==> src/rtl/cse_pkg.sv <==
`default_nettype none

package cse_pkg;

  localparam int NUM_SEMS_DEF   = 32;
  localparam int WAIT_DEPTH_DEF = 32;
  localparam int COUNT_BITS_DEF = 8;

  localparam int CMD_W    = 2;
  localparam int SID_W    = 5;
  localparam int PID_W    = 5;
  localparam int INIT_W   = 8;
  localparam int STATUS_W = 3;
  localparam int ACT_W    = 4;

  localparam logic [CMD_W-1:0] CMD_CREATE = 2'd0;
  localparam logic [CMD_W-1:0] CMD_LOCK   = 2'd1;
  localparam logic [CMD_W-1:0] CMD_UNLOCK = 2'd2;
  localparam logic [CMD_W-1:0] CMD_BAD    = 2'd3;

  localparam logic [STATUS_W-1:0] ST_DONE       = 3'd0;
  localparam logic [STATUS_W-1:0] ST_SUSPENDED  = 3'd1;
  localparam logic [STATUS_W-1:0] ST_RELEASED   = 3'd2;
  localparam logic [STATUS_W-1:0] ST_NONE_FREE  = 3'd3;
  localparam logic [STATUS_W-1:0] ST_QUEUE_FULL = 3'd4;
  localparam logic [STATUS_W-1:0] ST_BAD_CMD    = 3'd5;

  localparam logic [ACT_W-1:0] ACT_NOP       = 4'd0;
  localparam logic [ACT_W-1:0] ACT_CREATE    = 4'd1;
  localparam logic [ACT_W-1:0] ACT_NONE_FREE = 4'd2;
  localparam logic [ACT_W-1:0] ACT_DEC       = 4'd3;
  localparam logic [ACT_W-1:0] ACT_SUSPEND   = 4'd4;
  localparam logic [ACT_W-1:0] ACT_QFULL     = 4'd5;
  localparam logic [ACT_W-1:0] ACT_INC       = 4'd6;
  localparam logic [ACT_W-1:0] ACT_POP       = 4'd7;
  localparam logic [ACT_W-1:0] ACT_RELEASE   = 4'd8;
  localparam logic [ACT_W-1:0] ACT_BAD       = 4'd9;

  typedef struct packed {
    logic [CMD_W-1:0]  cmd;
    logic [SID_W-1:0]  sem_id;
    logic [PID_W-1:0]  caller_pid;
    logic [INIT_W-1:0] init_count;
  } req_t;

  typedef struct packed {
    logic [STATUS_W-1:0] status;
    logic [SID_W-1:0]    sem_id_out;
    logic [PID_W-1:0]    woken_pid;
  } rsp_t;

  typedef struct packed {
    logic             load;
    logic [ACT_W-1:0] act;
  } ctl_t;

  typedef struct packed {
    logic [CMD_W-1:0] cmd;
    logic             in_range;
    logic             pool_empty;
    logic             cnt_pos;
    logic             q_empty;
    logic             q_full;
  } sts_t;

endpackage

`default_nettype wire

==> src/rtl/cse_ctrl.sv <==
`default_nettype none

module cse_ctrl (
  input  wire logic          clk,
  input  wire logic          rst,
  input  wire logic          start,
  input  cse_pkg::sts_t      sts,
  output logic               busy,
  output logic               done,
  output cse_pkg::ctl_t      ctl
);
  import cse_pkg::*;

  localparam logic [1:0] S_IDLE  = 2'd0;
  localparam logic [1:0] S_EXEC  = 2'd1;
  localparam logic [1:0] S_FETCH = 2'd2;

  logic [1:0]       state;
  logic [1:0]       state_next;
  logic [ACT_W-1:0] exec_act;
  logic             done_next;

  always_comb begin
    priority if (sts.cmd == CMD_CREATE) begin
      exec_act = sts.pool_empty ? ACT_NONE_FREE : ACT_CREATE;
    end else if (sts.cmd == CMD_LOCK && sts.in_range) begin
      if (sts.cnt_pos) begin
        exec_act = ACT_DEC;
      end else if (sts.q_full) begin
        exec_act = ACT_QFULL;
      end else begin
        exec_act = ACT_SUSPEND;
      end
    end else if (sts.cmd == CMD_UNLOCK && sts.in_range) begin
      exec_act = sts.q_empty ? ACT_INC : ACT_POP;
    end else begin
      exec_act = ACT_BAD;
    end
  end

  assign busy = rst || (state != S_IDLE);

  always_comb begin
    ctl.load   = 1'b0;
    ctl.act    = ACT_NOP;
    state_next = state;
    done_next  = 1'b0;
    unique case (state)
      S_IDLE: begin
        if (start) begin
          ctl.load   = 1'b1;
          state_next = S_EXEC;
        end
      end
      S_EXEC: begin
        ctl.act = exec_act;
        if (exec_act == ACT_POP) begin
          state_next = S_FETCH;
        end else begin
          state_next = S_IDLE;
          done_next  = 1'b1;
        end
      end
      S_FETCH: begin
        ctl.act    = ACT_RELEASE;
        state_next = S_IDLE;
        done_next  = 1'b1;
      end
      default: begin
        state_next = S_IDLE;
      end
    endcase
  end

  always_ff @(posedge clk) begin
    if (rst) begin
      state <= S_IDLE;
      done  <= 1'b0;
    end else begin
      state <= state_next;
      done  <= done_next;
    end
  end

endmodule

`default_nettype wire

==> config.mk <==
export PLATFORM = sky130hd
export DESIGN_NAME = cse_ctrl
export DESIGN_NICKNAME = d
export VERILOG_FILES = /design/src/rtl/cse_pkg.sv /design/src/rtl/cse_ctrl.sv
export SDC_FILE = /design/constraint.sdc
export NUM_CORES = 1
export LEC_CHECK = 0
export BUFFER_PORTS_ARGS = -buffer_cell sky130_fd_sc_hd__clkbuf_2
export CORE_AREA = 3 3 40 42
export DETAILED_ROUTE_END_ITERATION = 8
export DIE_AREA = 0 0 43 45
export SYNTH_ARGS = -nofsm -noshare
export SYNTH_HDL_FRONTEND = slang
export SYNTH_SLANG_ARGS = --single-unit
==> constraint.sdc <==
create_clock -name clk -period 2.45 [get_ports clk]
set_input_delay 0.245 -clock clk [delete_from_list [all_inputs] [get_ports clk]]
set_output_delay 0.245 -clock clk [all_outputs]
set_load 0.02 [all_outputs]
==> results.md <==
* GPL Wtd Cong at about 0.76
* Vias/cell at between 4 and 5
* WL per Instance at 10.2 um
* Initial antenna violation count at 0
* Worst slew pin tran at around 220 ps
* Largest net degree at the start of global routing at 9
* Post-synthesis sequential area ratio at 21.2%
* Worst-skew pair later-pin latency at 230 ps
* Commonest non-fill, non-tap cell in the layout: clkbuf_2
* Fin crit share at approximately 70%
* Post-place setup slack at between 900 and 1000 ps
* Final clock skew at 3.25 ps
* Drt pass-1 iters at 4
* CP Class: reg2out
* Critical path's slowest cell: dfxtp_1
* Pwr dens at between 400 and 500 nW/um^2
* Fill cells at around 150
* Root Buffer: clkbuf_4
* Die height at 45 um
* CTS H-tree lvls at 1
* Final hold vios at 0
* Setup violators final at 0
* Most frequent cells in the layout: clkbuf_2, nand2b_1, a21oi_1
* Crit path launch type: flop
* Detailed-route via count at approximately 330
* Critical path capture point type: output port
* Port bufs at 16
* Warnings from Yosys at 0
* Final Max Slew Viols at 0
* Maximum clock rate at ~580 MHz
* Ant. Diodes at 0
* First-pass GRT wire length at 1200 um
* Mapped Area at 283 sq um
* Fin worst setup slack at approximately 720 ps
* Fraction of final layout cells sized beyond drive strength 1 at between 30% and 40%
* Total track usage at 8.49%
* Drt first-iter violations at 5
* Die Width at approximately 43 um
* Final HPWL DP at around 590 um
* Initial core utilization at ~22%
* LEAKAGE at just under 0.2 nW
* # Post-CTS Setup Buffers at 0
* CP Cell Sequence: inv_1 > ha_1 > nand2_1 > a221oi_1 > clkbuf_2
* CTS Hold Bufs at 0
* Die ar. at 1940 sq um
* Worst-path clk slew at roughly 40 ps
* Core Rows at 13
* Yosys cell types at 20
* Clk sinks at 3
* RSZ-0062 raised after global routing: false
* Setup TNS at 0 ps
* IR drop worst, VDD at 222 uV
* Total wire length at between 700 and 800 um
* Vias in the first global route at 319
* Antenna Violating Nets Remaining at 0
* Status: completed
* Slowest stage delay, CP at ~340 ps
* Core Area at between 1000 and 1500 sq um
* Flops & latches, synth at 3
* Arrival time at the worst endpoint at 1480 ps
* GR Overflow Total at 0
* Hold_ws at 206 ps
* Max clock buf depth at 2
* I/O pins at 17
* Syn_area_per_cell at 7.44 sq um
* Area Growth Syn to Fin at 44.2%
* TritonCTS buffer count at 3
* Syn_nets at 51
* Post-route DRC at 0
* Slew margin rel. at 85.0%
* Hold Path Class: in2reg
* Cts repair resizes at 0
* Max-cap violations at 0
* Final min period at 1730 ps
* Final #Nets at 72
* TritonCTS clock tree: built
* CP max FO at 4
* Mapped Cells at 38
* Crit path required time at ~2200 ps
-- per-layer routing --
metal / vias up / share of wire (%) / wire length [um] / GRT usage, %
met5: - / 0 / 0 / 0
met3: 0 / 10 / 78 / 1.59
met2: 16 / 45 / 338 / 13.5
met1: 138 / 44 / 327 / 9.86
met4: 0 / 0 / 0 / 7.23
li1: 173 / - / - / -
-- worst paths after layout --
| check | end | start | slack, ps | depth (start not counted) |
|---|---|---|---|---|
| setup / recovery | ctl[1] | state[0]$_SDFFE_PP0P_ | 720 | 5 |
| hold / removal | state[1]$_SDFFE_PP0P_ | rst | 210 | 2 |
| setup reg to reg | state[1]$_SDFFE_PP0P_ | state[1]$_SDFFE_PP0P_ | 1290 | 5 |
| hold reg to reg | state[0]$_SDFFE_PP0P_ | state[0]$_SDFFE_PP0P_ | 500 | 2 |
-- cell type report --
type | count | area, sq um | share of cell area (%)
tap | 15 | 18.8 | 4.60
sequential | 3 | 60.1 | 14.7
clock buffer | 4 | 26.3 | 6.44
multi-input combinational | 31 | 208 | 50.9
timing repair buffer | 16 | 80.1 | 19.6
inverter | 4 | 15.0 | 3.68
-- flip-flops by register name, indices dropped and copies added (netlist names) --
signal and cells:
done 1, state 2
-- report_power, final --
part           switching, mW  internal [mW]
Clock                 0.0259         0.0611
Combinational         0.0278         0.0205
Sequential           0.00113         0.0510
Total                 0.0549          0.133
-- critical path: cells and delay by family, from the launching register on --
kind	cells	cell delay [ps]
DFF	1	340
adders and majority gates	1	330
AOI/OAI and AO/OA	1	210
buffers and inverters	2	280
and+or+nand+nor	1	80
-- cell usage after synthesis --
cell type | number | area [sq um]
o21ai_0 | 1 | 5.00
nor2b_1 | 2 | 12.5
a21oi_1 | 4 | 20.0
nor2_1 | 2 | 7.51
a31oi_1 | 1 | 6.26
and3b_1 | 1 | 8.76
o21bai_1 | 1 | 7.51
a221oi_1 | 1 | 8.76
or2_2 | 1 | 6.26
nand2_1 | 3 | 11.3
dfxtp_1 | 3 | 60.1
o221a_1 | 1 | 11.3
inv_1 | 3 | 11.3
ha_1 | 3 | 37.5
and4bb_1 | 1 | 12.5
and2_1 | 1 | 6.26
nand2b_1 | 4 | 25.0
or3_1 | 1 | 6.26
inv_2 | 1 | 3.75
nand3_1 | 3 | 15.0
-- metrics by stage --
stage	instances	power, mW	instance area [sq um]	util [%]
final	73	0.187	408	31.7
after global routing	73	0.201	408	31.7
after CTS	73	0.194	408	31.7
after detailed placement	69	0.102	382	29.7
after global placement	69	0.101	382	29.7
after floorplan	38	0.0810	283	-
-- logic make-up (layout without fill, tap and decap cells) --
group           Yosys count  after routing  share of synthesized area (%)
simple gates             19             19                           39.4
fa+ha+maj                 3              3                           13.3
compound gates            9              9                           20.8
flops                     3              3                           21.2
buf+inv                   4             24                           5.31
Note: power is estimated with default switching activity, not from simulation.
